--- src/hw/rtl/ttcw_pkg.sv ---
// ttcw_pkg: shared types and constants of the text terminal cell writer
// request and response items, cell layout, request and control codes
// no dependencies
package ttcw_pkg;

	localparam int CURSOR_ROW_W = 5;
	localparam int CURSOR_COL_W = 7;
	localparam int CFG_INDEX_W = 2;

	localparam logic [31:0] TEXT_COLOR_RESET = 32'h00E4_30FF;
	localparam logic [31:0] BACK_COLOR_RESET = 32'h0000_0000;

	localparam logic [2:0] REQ_PUT_BYTE = 3'd0;
	localparam logic [2:0] REQ_SET_CURSOR = 3'd1;
	localparam logic [2:0] REQ_CLEAR = 3'd2;
	localparam logic [2:0] REQ_READ_CELL = 3'd3;
	localparam logic [2:0] REQ_WRITE_CELL = 3'd4;

	localparam logic [CFG_INDEX_W-1:0] CFG_TEXT_COLOR = 2'd0;
	localparam logic [CFG_INDEX_W-1:0] CFG_BACK_COLOR = 2'd1;

	localparam logic [7:0] CH_BEEP = 8'd7;
	localparam logic [7:0] CH_BACKSPACE = 8'd8;
	localparam logic [7:0] CH_TAB = 8'd9;
	localparam logic [7:0] CH_LINE_FEED = 8'd10;
	localparam logic [7:0] CH_CARRIAGE_RET = 8'd13;
	localparam logic [7:0] CH_SPACE = 8'd32;
	localparam logic [7:0] CH_INVERSE_ON = 8'd134;
	localparam logic [7:0] CH_INVERSE_OFF = 8'd135;

	typedef struct packed {
		logic [2:0] req_type;
		logic [7:0] char_code;
		logic signed [7:0] row;
		logic signed [7:0] col;
		logic [31:0] fore_color;
		logic [31:0] back_color_in;
	} req_t;

	typedef struct packed {
		logic [CURSOR_ROW_W-1:0] cursor_row;
		logic [CURSOR_COL_W-1:0] cursor_col;
		logic inverse_mode;
		logic cell_valid;
		logic [7:0] cell_char;
		logic [31:0] cell_fore;
		logic [31:0] cell_back;
		logic cell_inverse;
	} rsp_t;

	typedef struct packed {
		logic [7:0] ch;
		logic [31:0] fore;
		logic [31:0] back;
	} cell_t;

	typedef struct packed {
		logic data;
		logic inv;
	} mem_we_t;

	typedef enum logic [2:0] {
		ST_IDLE,
		ST_EXEC,
		ST_READ,
		ST_TAB,
		ST_SWEEP,
		ST_DRAIN,
		ST_RESP
	} ctrl_state_t;

endpackage

--- src/hw/rtl/ttcw_ctrl.sv ---
// ttcw_ctrl: request sequencer, cursor and inverse state, scroll and clear sweeps
// drives the screen memories and holds the response register
// depends on ttcw_pkg
module ttcw_ctrl #(
	parameter int SCREEN_COLS = 68,
	parameter int SCREEN_ROWS = 26,
	parameter int TAB_STOP = 4,
	parameter int CELL_COUNT = SCREEN_ROWS * SCREEN_COLS,
	parameter int ADDR_W = $clog2(CELL_COUNT)
) (
	input  logic                clk,
	input  logic                arst_n,
	input  logic                req_valid,
	output logic                req_ready,
	input  ttcw_pkg::req_t      req,
	output logic                rsp_valid,
	input  logic                rsp_ready,
	output ttcw_pkg::rsp_t      rsp,
	input  logic [31:0]         text_color,
	input  logic [31:0]         back_color,
	output logic [ADDR_W-1:0]   mem_raddr,
	input  ttcw_pkg::cell_t     mem_rdata,
	input  logic                mem_rinv,
	output logic [ADDR_W-1:0]   mem_waddr,
	output ttcw_pkg::mem_we_t   mem_wen,
	output ttcw_pkg::cell_t     mem_wdata,
	output logic                mem_winv
);

	localparam int ROW_W = $clog2(SCREEN_ROWS);
	localparam int COL_W = $clog2(SCREEN_COLS);
	localparam int COL_SPAN = 2 ** COL_W;

	ttcw_pkg::ctrl_state_t state_q, state_d;

	ttcw_pkg::req_t    req_q;
	logic [ROW_W-1:0]  cursor_row_q;
	logic [COL_W-1:0]  cursor_col_q;
	logic              inverse_q;
	logic              hit_q;
	ttcw_pkg::cell_t   cell_q;
	logic              cell_inv_q;
	logic [ADDR_W-1:0] sweep_addr_q;
	logic              init_q;
	logic              copy_q;
	logic              valid_s1;
	logic              copy_s1;
	logic [ADDR_W-1:0] addr_s1;
	ttcw_pkg::rsp_t    rsp_q;
	logic              rsp_valid_q;

	logic [COL_SPAN-1:0] tab_hit;
	logic [7:0]          row_u, col_u;
	logic                req_on_screen;
	logic [ADDR_W-1:0]   req_addr, cur_addr;
	logic                col_last, row_zero, row_top;
	logic [COL_W-1:0]    col_inc;
	logic                is_newline, is_tab, is_bs, is_inv_on, is_inv_off, is_plain;
	logic                sweep_has_src;
	logic                rsp_take;
	logic                sweep_start;
	logic [31:0]         blank_fore, blank_back;
	logic [ROW_W-1:0]    clamp_row;
	logic [COL_W-1:0]    clamp_col;

	for (genvar g = 0; g < COL_SPAN; g++) begin : g_tab
		assign tab_hit[g] = ((g % TAB_STOP) == 0);
	end

	assign row_u = req_q.row;
	assign col_u = req_q.col;
	assign req_on_screen = !row_u[7] && !col_u[7] && (row_u < 8'(SCREEN_ROWS))
		&& (col_u < 8'(SCREEN_COLS));
	assign req_addr = ADDR_W'(ADDR_W'(row_u[ROW_W-1:0]) * ADDR_W'(SCREEN_COLS)
		+ ADDR_W'(col_u[COL_W-1:0]));
	assign cur_addr = ADDR_W'(ADDR_W'(cursor_row_q) * ADDR_W'(SCREEN_COLS)
		+ ADDR_W'(cursor_col_q));

	assign col_last = cursor_col_q == COL_W'(SCREEN_COLS - 1);
	assign row_zero = cursor_row_q == '0;
	assign row_top = cursor_row_q == ROW_W'(SCREEN_ROWS - 1);
	assign col_inc = cursor_col_q + COL_W'(1);

	assign is_newline = (req_q.char_code == ttcw_pkg::CH_LINE_FEED)
		|| (req_q.char_code == ttcw_pkg::CH_CARRIAGE_RET);
	assign is_tab = req_q.char_code == ttcw_pkg::CH_TAB;
	assign is_bs = req_q.char_code == ttcw_pkg::CH_BACKSPACE;
	assign is_inv_on = req_q.char_code == ttcw_pkg::CH_INVERSE_ON;
	assign is_inv_off = req_q.char_code == ttcw_pkg::CH_INVERSE_OFF;
	assign is_plain = !is_newline && !is_tab && !is_bs && !is_inv_on && !is_inv_off
		&& (req_q.char_code != ttcw_pkg::CH_BEEP);

	always_comb begin
		if (row_u[7]) begin
			clamp_row = '0;
		end else if (row_u >= 8'(SCREEN_ROWS)) begin
			clamp_row = ROW_W'(SCREEN_ROWS - 1);
		end else begin
			clamp_row = row_u[ROW_W-1:0];
		end
		if (col_u[7]) begin
			clamp_col = '0;
		end else if (col_u >= 8'(SCREEN_COLS)) begin
			clamp_col = COL_W'(SCREEN_COLS - 1);
		end else begin
			clamp_col = col_u[COL_W-1:0];
		end
	end

	assign sweep_has_src = copy_q && (sweep_addr_q >= ADDR_W'(SCREEN_COLS));
	assign rsp_take = (state_q == ttcw_pkg::ST_RESP) && (!rsp_valid_q || rsp_ready);
	assign sweep_start = (state_d == ttcw_pkg::ST_SWEEP) && (state_q != ttcw_pkg::ST_SWEEP);
	assign blank_fore = init_q ? ttcw_pkg::TEXT_COLOR_RESET : text_color;
	assign blank_back = init_q ? ttcw_pkg::BACK_COLOR_RESET : back_color;

	// next state
	always_comb begin
		state_d = state_q;
		unique case (state_q)
			ttcw_pkg::ST_IDLE: begin
				if (req_valid) begin
					state_d = ttcw_pkg::ST_EXEC;
				end
			end
			ttcw_pkg::ST_EXEC: begin
				priority case (req_q.req_type)
					ttcw_pkg::REQ_PUT_BYTE: begin
						if (is_tab) begin
							state_d = ttcw_pkg::ST_TAB;
						end else if (row_zero && (is_newline || (is_plain && col_last))) begin
							state_d = ttcw_pkg::ST_SWEEP;
						end else begin
							state_d = ttcw_pkg::ST_RESP;
						end
					end
					ttcw_pkg::REQ_CLEAR:     state_d = ttcw_pkg::ST_SWEEP;
					ttcw_pkg::REQ_READ_CELL: state_d = ttcw_pkg::ST_READ;
					default:                 state_d = ttcw_pkg::ST_RESP;
				endcase
			end
			ttcw_pkg::ST_TAB: begin
				if (col_last) begin
					state_d = row_zero ? ttcw_pkg::ST_SWEEP : ttcw_pkg::ST_RESP;
				end else if (tab_hit[col_inc]) begin
					state_d = ttcw_pkg::ST_RESP;
				end
			end
			ttcw_pkg::ST_READ: state_d = ttcw_pkg::ST_RESP;
			ttcw_pkg::ST_SWEEP: begin
				if (sweep_addr_q == '0) begin
					state_d = ttcw_pkg::ST_DRAIN;
				end
			end
			ttcw_pkg::ST_DRAIN: state_d = init_q ? ttcw_pkg::ST_IDLE : ttcw_pkg::ST_RESP;
			ttcw_pkg::ST_RESP: begin
				if (rsp_take) begin
					state_d = ttcw_pkg::ST_IDLE;
				end
			end
			default: state_d = ttcw_pkg::ST_IDLE;
		endcase
	end

	// memory and handshake outputs
	always_comb begin
		req_ready = state_q == ttcw_pkg::ST_IDLE;
		mem_raddr = (state_q == ttcw_pkg::ST_SWEEP)
			? ADDR_W'(sweep_addr_q - ADDR_W'(SCREEN_COLS)) : req_addr;
		mem_waddr = cur_addr;
		mem_wen = '0;
		mem_wdata.ch = ttcw_pkg::CH_SPACE;
		mem_wdata.fore = inverse_q ? back_color : text_color;
		mem_wdata.back = inverse_q ? text_color : back_color;
		mem_winv = inverse_q;
		if (valid_s1) begin
			mem_waddr = addr_s1;
			mem_wen.data = 1'b1;
			mem_wen.inv = 1'b1;
			if (copy_s1) begin
				mem_wdata = mem_rdata;
				mem_winv = mem_rinv;
			end else begin
				mem_wdata.fore = blank_fore;
				mem_wdata.back = blank_back;
				mem_winv = !init_q && inverse_q;
			end
		end else if (state_q == ttcw_pkg::ST_TAB) begin
			mem_wen.data = 1'b1;
		end else if (state_q == ttcw_pkg::ST_EXEC) begin
			if (req_q.req_type == ttcw_pkg::REQ_PUT_BYTE && is_plain) begin
				mem_wen.data = 1'b1;
				mem_wdata.ch = req_q.char_code;
			end else if (req_q.req_type == ttcw_pkg::REQ_WRITE_CELL && req_on_screen) begin
				mem_wen.data = 1'b1;
				mem_waddr = req_addr;
				mem_wdata.ch = req_q.char_code;
				mem_wdata.fore = inverse_q ? req_q.back_color_in : req_q.fore_color;
				mem_wdata.back = inverse_q ? req_q.fore_color : req_q.back_color_in;
			end
		end
	end

	always_ff @(posedge clk or negedge arst_n) begin
		if (!arst_n) begin
			state_q <= ttcw_pkg::ST_SWEEP;
		end else begin
			state_q <= state_d;
		end
	end

	always_ff @(posedge clk or negedge arst_n) begin
		if (!arst_n) begin
			cursor_row_q <= '0;
			cursor_col_q <= '0;
			inverse_q <= 1'b0;
			hit_q <= 1'b0;
			sweep_addr_q <= ADDR_W'(CELL_COUNT - 1);
			init_q <= 1'b1;
			copy_q <= 1'b0;
			valid_s1 <= 1'b0;
			copy_s1 <= 1'b0;
			rsp_valid_q <= 1'b0;
		end else begin
			if (rsp_take) begin
				rsp_valid_q <= 1'b1;
			end else if (rsp_ready) begin
				rsp_valid_q <= 1'b0;
			end
			valid_s1 <= state_q == ttcw_pkg::ST_SWEEP;
			copy_s1 <= sweep_has_src;
			if (sweep_start) begin
				sweep_addr_q <= ADDR_W'(CELL_COUNT - 1);
				init_q <= 1'b0;
				copy_q <= req_q.req_type == ttcw_pkg::REQ_PUT_BYTE;
			end else if (state_q == ttcw_pkg::ST_SWEEP) begin
				sweep_addr_q <= sweep_addr_q - ADDR_W'(1);
			end
			unique case (state_q)
				ttcw_pkg::ST_IDLE: begin
					if (req_valid) begin
						hit_q <= 1'b0;
					end
				end
				ttcw_pkg::ST_EXEC: begin
					priority case (req_q.req_type)
						ttcw_pkg::REQ_PUT_BYTE: begin
							if (is_newline || (is_plain && col_last)) begin
								cursor_row_q <= row_zero ? cursor_row_q : cursor_row_q - ROW_W'(1);
								cursor_col_q <= '0;
							end else if (is_plain) begin
								cursor_col_q <= col_inc;
							end else if (is_bs) begin
								if (cursor_col_q != '0) begin
									cursor_col_q <= cursor_col_q - COL_W'(1);
								end else if (!row_top) begin
									cursor_row_q <= cursor_row_q + ROW_W'(1);
									cursor_col_q <= COL_W'(SCREEN_COLS - 1);
								end
							end else if (is_inv_on) begin
								inverse_q <= 1'b1;
							end else if (is_inv_off) begin
								inverse_q <= 1'b0;
							end
						end
						ttcw_pkg::REQ_SET_CURSOR: begin
							cursor_row_q <= clamp_row;
							cursor_col_q <= clamp_col;
						end
						ttcw_pkg::REQ_READ_CELL: hit_q <= req_on_screen;
						default: ;
					endcase
				end
				ttcw_pkg::ST_TAB: begin
					if (col_last) begin
						cursor_row_q <= row_zero ? cursor_row_q : cursor_row_q - ROW_W'(1);
						cursor_col_q <= '0;
					end else begin
						cursor_col_q <= col_inc;
					end
				end
				default: ;
			endcase
		end
	end

	always_ff @(posedge clk) begin
		if (req_valid && req_ready) begin
			req_q <= req;
		end
		if (state_q == ttcw_pkg::ST_READ) begin
			cell_q <= mem_rdata;
			cell_inv_q <= mem_rinv;
		end
		addr_s1 <= sweep_addr_q;
		if (rsp_take) begin
			rsp_q.cursor_row <= ttcw_pkg::CURSOR_ROW_W'(cursor_row_q);
			rsp_q.cursor_col <= ttcw_pkg::CURSOR_COL_W'(cursor_col_q);
			rsp_q.inverse_mode <= inverse_q;
			rsp_q.cell_valid <= hit_q;
			rsp_q.cell_char <= hit_q ? cell_q.ch : 8'd0;
			rsp_q.cell_fore <= hit_q ? cell_q.fore : 32'd0;
			rsp_q.cell_back <= hit_q ? cell_q.back : 32'd0;
			rsp_q.cell_inverse <= hit_q && cell_inv_q;
		end
	end

	assign rsp_valid = rsp_valid_q;
	assign rsp = rsp_q;

endmodule

--- config.mk ---
export PLATFORM = sky130hd
export DESIGN_NAME = ttcw_ctrl
export DESIGN_NICKNAME = d
export VERILOG_FILES = /design/src/hw/rtl/ttcw_pkg.sv /design/src/hw/rtl/ttcw_ctrl.sv
export SDC_FILE = /design/constraint.sdc
export NUM_CORES = 1
export LEC_CHECK = 0
export ABC_AREA = 1
export BUFFER_PORTS_ARGS = -buffer_cell sky130_fd_sc_hd__buf_4
export CORE_MARGIN = 4
export CORE_UTILIZATION = 40
export CTS_BUF_LIST = sky130_fd_sc_hd__clkbuf_8
export CTS_CLUSTER_DIAMETER = 40
export DETAILED_ROUTE_END_ITERATION = 10
export PLACE_DENSITY = 0.66
export RECOVER_POWER = 50
export SETUP_SLACK_MARGIN = 0.02
export SLEW_MARGIN = 20
export SYNTH_ARGS = -nofsm -noshare
export SYNTH_HDL_FRONTEND = slang
export SYNTH_SLANG_ARGS = --single-unit
--- constraint.sdc ---
create_clock -name clk -period 6.4 [get_ports clk]
set_input_delay 0.64 -clock clk [delete_from_list [all_inputs] [get_ports clk]]
set_output_delay 0.64 -clock clk [all_outputs]
set_load 0.02 [all_outputs]
==> out/metrics.yaml <==
run_status:
  failed_checks: "max-capacitance violations, max-slew violations"
  outcome: "complete, but fails checks"
clocking:
  numClockSinks: 295
  htreeDepth: 2
  clk_latency_ns: 0.66
  cts.path.max_buffers: 3
  cts-root-buf: "clkbuf_8"
  path_clk_slew_ns: 0.06
  cts_tree: "yes"
  numCtsBuffers: 55
floorplan:
  dieHeight_microns: 204
  core_sq_mm: 0.0378
  ioPinCount: 418
  dieArea_sq_mm: 0.0418
  rows: 71
  initial_core_util_pct: 40.8
  fp.dieW_microns: 204
global_routing:
  grt_max_degree: 99
  grt_usage_pct: 26.9
  grt_first_pass_wirelength_microns: 83600
  grt_pass1_vias: 12900
  grt_overflow: 0
  antenna_found_initial: 10
logic_synthesis:
  yosysUniqueCellTypes: 50
  synthFlopType: "edfxtp_1"
  synthTopCellsByArea: "edfxtp_1, nand2_1, o21ai_0"
  synth_common_cells: "nand2_1, edfxtp_1, inv_1"
  yosys_warnings: 0
  synth_cells: 1640
  synth_fp_nets: 1899
  synth_top_area_share_pct: 48.9
  synth_area_sq_mm: 0.0154
  yosys.area.top_type: "edfxtp_1"
  syn_avg_cell_area_sq_um: 9.40
  async_flop_share_pct: 11.2
  synth-seq-cells: 295
  yosysSeqAreaShare_pct: 55.7
  synth_edf_count: 251
  synth_most_common_cell: "nand2_1"
cells_and_area:
  area_growth_pct: 26.3
  layout-drive-gt1-share_pct: 21.2
  design_area_sq_mm: 0.0195
  num-nets-final: 2293
sta:
  hold_violations: 0
  fmax_ghz: 0.227
  maxSlewViolCount: 130
  rsz0062_at_grt: "no"
  tightest_slew_ns: 3.35
  period_share_pct: 69.0
  relSlewSlack_pct: -123
  post-route-min-period_ns: 4.41
  fin_tns_setup_ns: 0
  finalSetupViolations: 0
  fin_skew_ns: 0.0460
drt:
  viasPerCell: 5.28
  drt_iter0_markers: 1393
  vias: 13700
  wl_microns: 58600
  dr.pass1.iters: 6
  drtAntennaViolNets: 0
  drcViolationCount: 0
  wl_per_cell_microns: 22.6
pwr:
  clockPowerShare_pct: 22.0
  p_seq_share_pct: 34.7
  irDropWorstVdd_mv: 0.320
  switchingPower_mw: 3.57
  switching_share_pct: 42.4
  intPower_mw: 4.86
  cellPowerDensity_mw_per_mm2: 433
  p_comb_share_pct: 43.3
  leakage_nw: 8.62
worst_setup_path:
  cp-start-kind: "flip-flop"
  crit_top_cell: "buf_4"
  r2r_cells: 5
  critPathTopFamily: "buffers and inverters"
  worstSetupPathType: "reg2out"
  cpPeakStageDelay_ns: 0.87
  worst-endpoint-arrival_ns: 3.77
  path_buf_inv: 4
  endpoint_kind: "output pin"
  cp.depth: 8
  path_cells: "clkinv_2, buf_4, o21ai_0, nand2_1, o211ai_2, o211ai_1, inv_1, buf_4"
  path_max_fanout: 75
  crit_slowest_cell: "clkinv_2"
  required_ns: 5.76
hold_path:
  min_path_cells: 1
  min_path_type: "in2reg"
run:
  drv_cap: 3
place:
  postPlaceCellArea_sq_mm: 0.0189
  portBuffers: 417
  place_congestion: 0.995
  hpwlAfterDp_microns: 44700
## cells by family (layout without fill, tap and decap cells)
| group | after synthesis | after routing | synth area share (%) |
|---|---|---|---|
| other | 0 | 5 | 0 |
| muxes | 1 | 1 | 0.0730 |
| buffers and inverters | 312 | 748 | 8.28 |
| xor gates and xnor gates | 36 | 36 | 2.04 |
| adders and majority gates | 27 | 27 | 2.29 |
| and+or+nand+nor | 541 | 541 | 14.6 |
| DFF | 295 | 295 | 55.7 |
| AOI/OAI and AO/OA | 428 | 428 | 17.0 |
## power by group through the flow
stage	Combinational, mW	Sequential (mW)	Clock [mW]
after detailed placement	3.71	2.97	0
final	3.65	2.93	1.85
after CTS	3.72	2.93	1.90
after global routing	3.93	2.97	1.98
after global placement	3.71	2.95	0
after floorplan	2.08	3.00	0
## area by class of cell
class                           count  area, sq um
Fill cell                        3728        18400
Sequential cell                   295         8600
Multi-Input combinational cell   1033         5560
Timing Repair Buffer              429         2710
Inverter                          220          836
Clock buffer                       55          757
Tap cell                          511          639
Clock inverter                     44          359
Antenna cell                        5         12.5
## registers in the layout, summed over array words and instances, names as in the netlist, 3 cells and up
register      count
row_u             8
rsp              87
cell_q           72
req_q            75
cursor_col_q      7
cursor_row_q      5
addr_s1          11
col_u             8
sweep_addr_q     11
state_q           3
## stage by stage
| stage | setup slack [ns] | std cells | power (mW) | utilization, % | hold slack, ns |
|---|---|---|---|---|---|
| 2_1_floorplan | 0.335 | 1640 | 5.08 | - | 0.344 |
| 3_3_place_gp | 2.83 | 2487 | 6.66 | 49.9 | 0.409 |
| 3_5_place_dp | 2.84 | 2487 | 6.68 | 49.9 | 0.408 |
| 4_1_cts | 2.08 | 2587 | 8.55 | 52.8 | 0.0892 |
| 5_1_grt | 1.73 | 2589 | 8.88 | 51.4 | 0.143 |
| 6_report | 1.99 | 2592 | 8.43 | 51.5 | 0.175 |
## cell usage in the layout (no fill, tap or decap), types with 4 or more instances in the layout
master     instances
nand2_1          363
edfxtp_1         251
inv_1            220
buf_4            211
o21ai_0          184
clkbuf_1         137
nor2_1            83
clkbuf_4          80
a31oi_1           57
clkbuf_8          55
a22oi_1           54
nand3_1           52
a21oi_1           47
o21ai_1           32
xor2_1            26
ha_1              25
dfrtp_1           19
o211ai_2          18
nand2_2           13
o211ai_1          13
dfxtp_1           11
inv_2             10
xnor2_1           10
clkinv_2          10
nand4_1            9
dfstp_1            9
clkinv_1           8
a32o_1             7
nor3_1             6
diode_2            5
o22ai_1            5
bufinv_16          5
nand2_4            4
clkinv_4           4
## timing repair
item,4_1_cts,5_1_grt
resized for setup,0,0
endpoints found under the hold margin,23,0
hold buffers,1,0
buffers inserted,0,0
## path summary, 6_finish.rpt
check,start,to,slack (ns)
worst max-delay path,inverse_q,mem_wdata[45],1.99
worst min-delay path,req[89],req_q[89],0.17
worst max register to register,state_q[1],rsp[21],2.90
worst min register to register,sweep_addr_q[3],addr_s1[3],0.42
max in group asynchronous,arst_n,inverse_q,3.70
min in group asynchronous,arst_n,state_q[0],1.19
## routing by layer
| layer | GRT usage (%) | vias up | wire length (microns) |
|---|---|---|---|
| li1 | - | 6417 | - |
| met1 | 39.7 | 6458 | 26000 |
| met2 | 39.9 | 712 | 25600 |
| met3 | 5.98 | 91 | 5440 |
| met4 | 8.04 | 8 | 1490 |
| met5 | 0 | - | 59 |
Power figures use the tool's default switching activity.
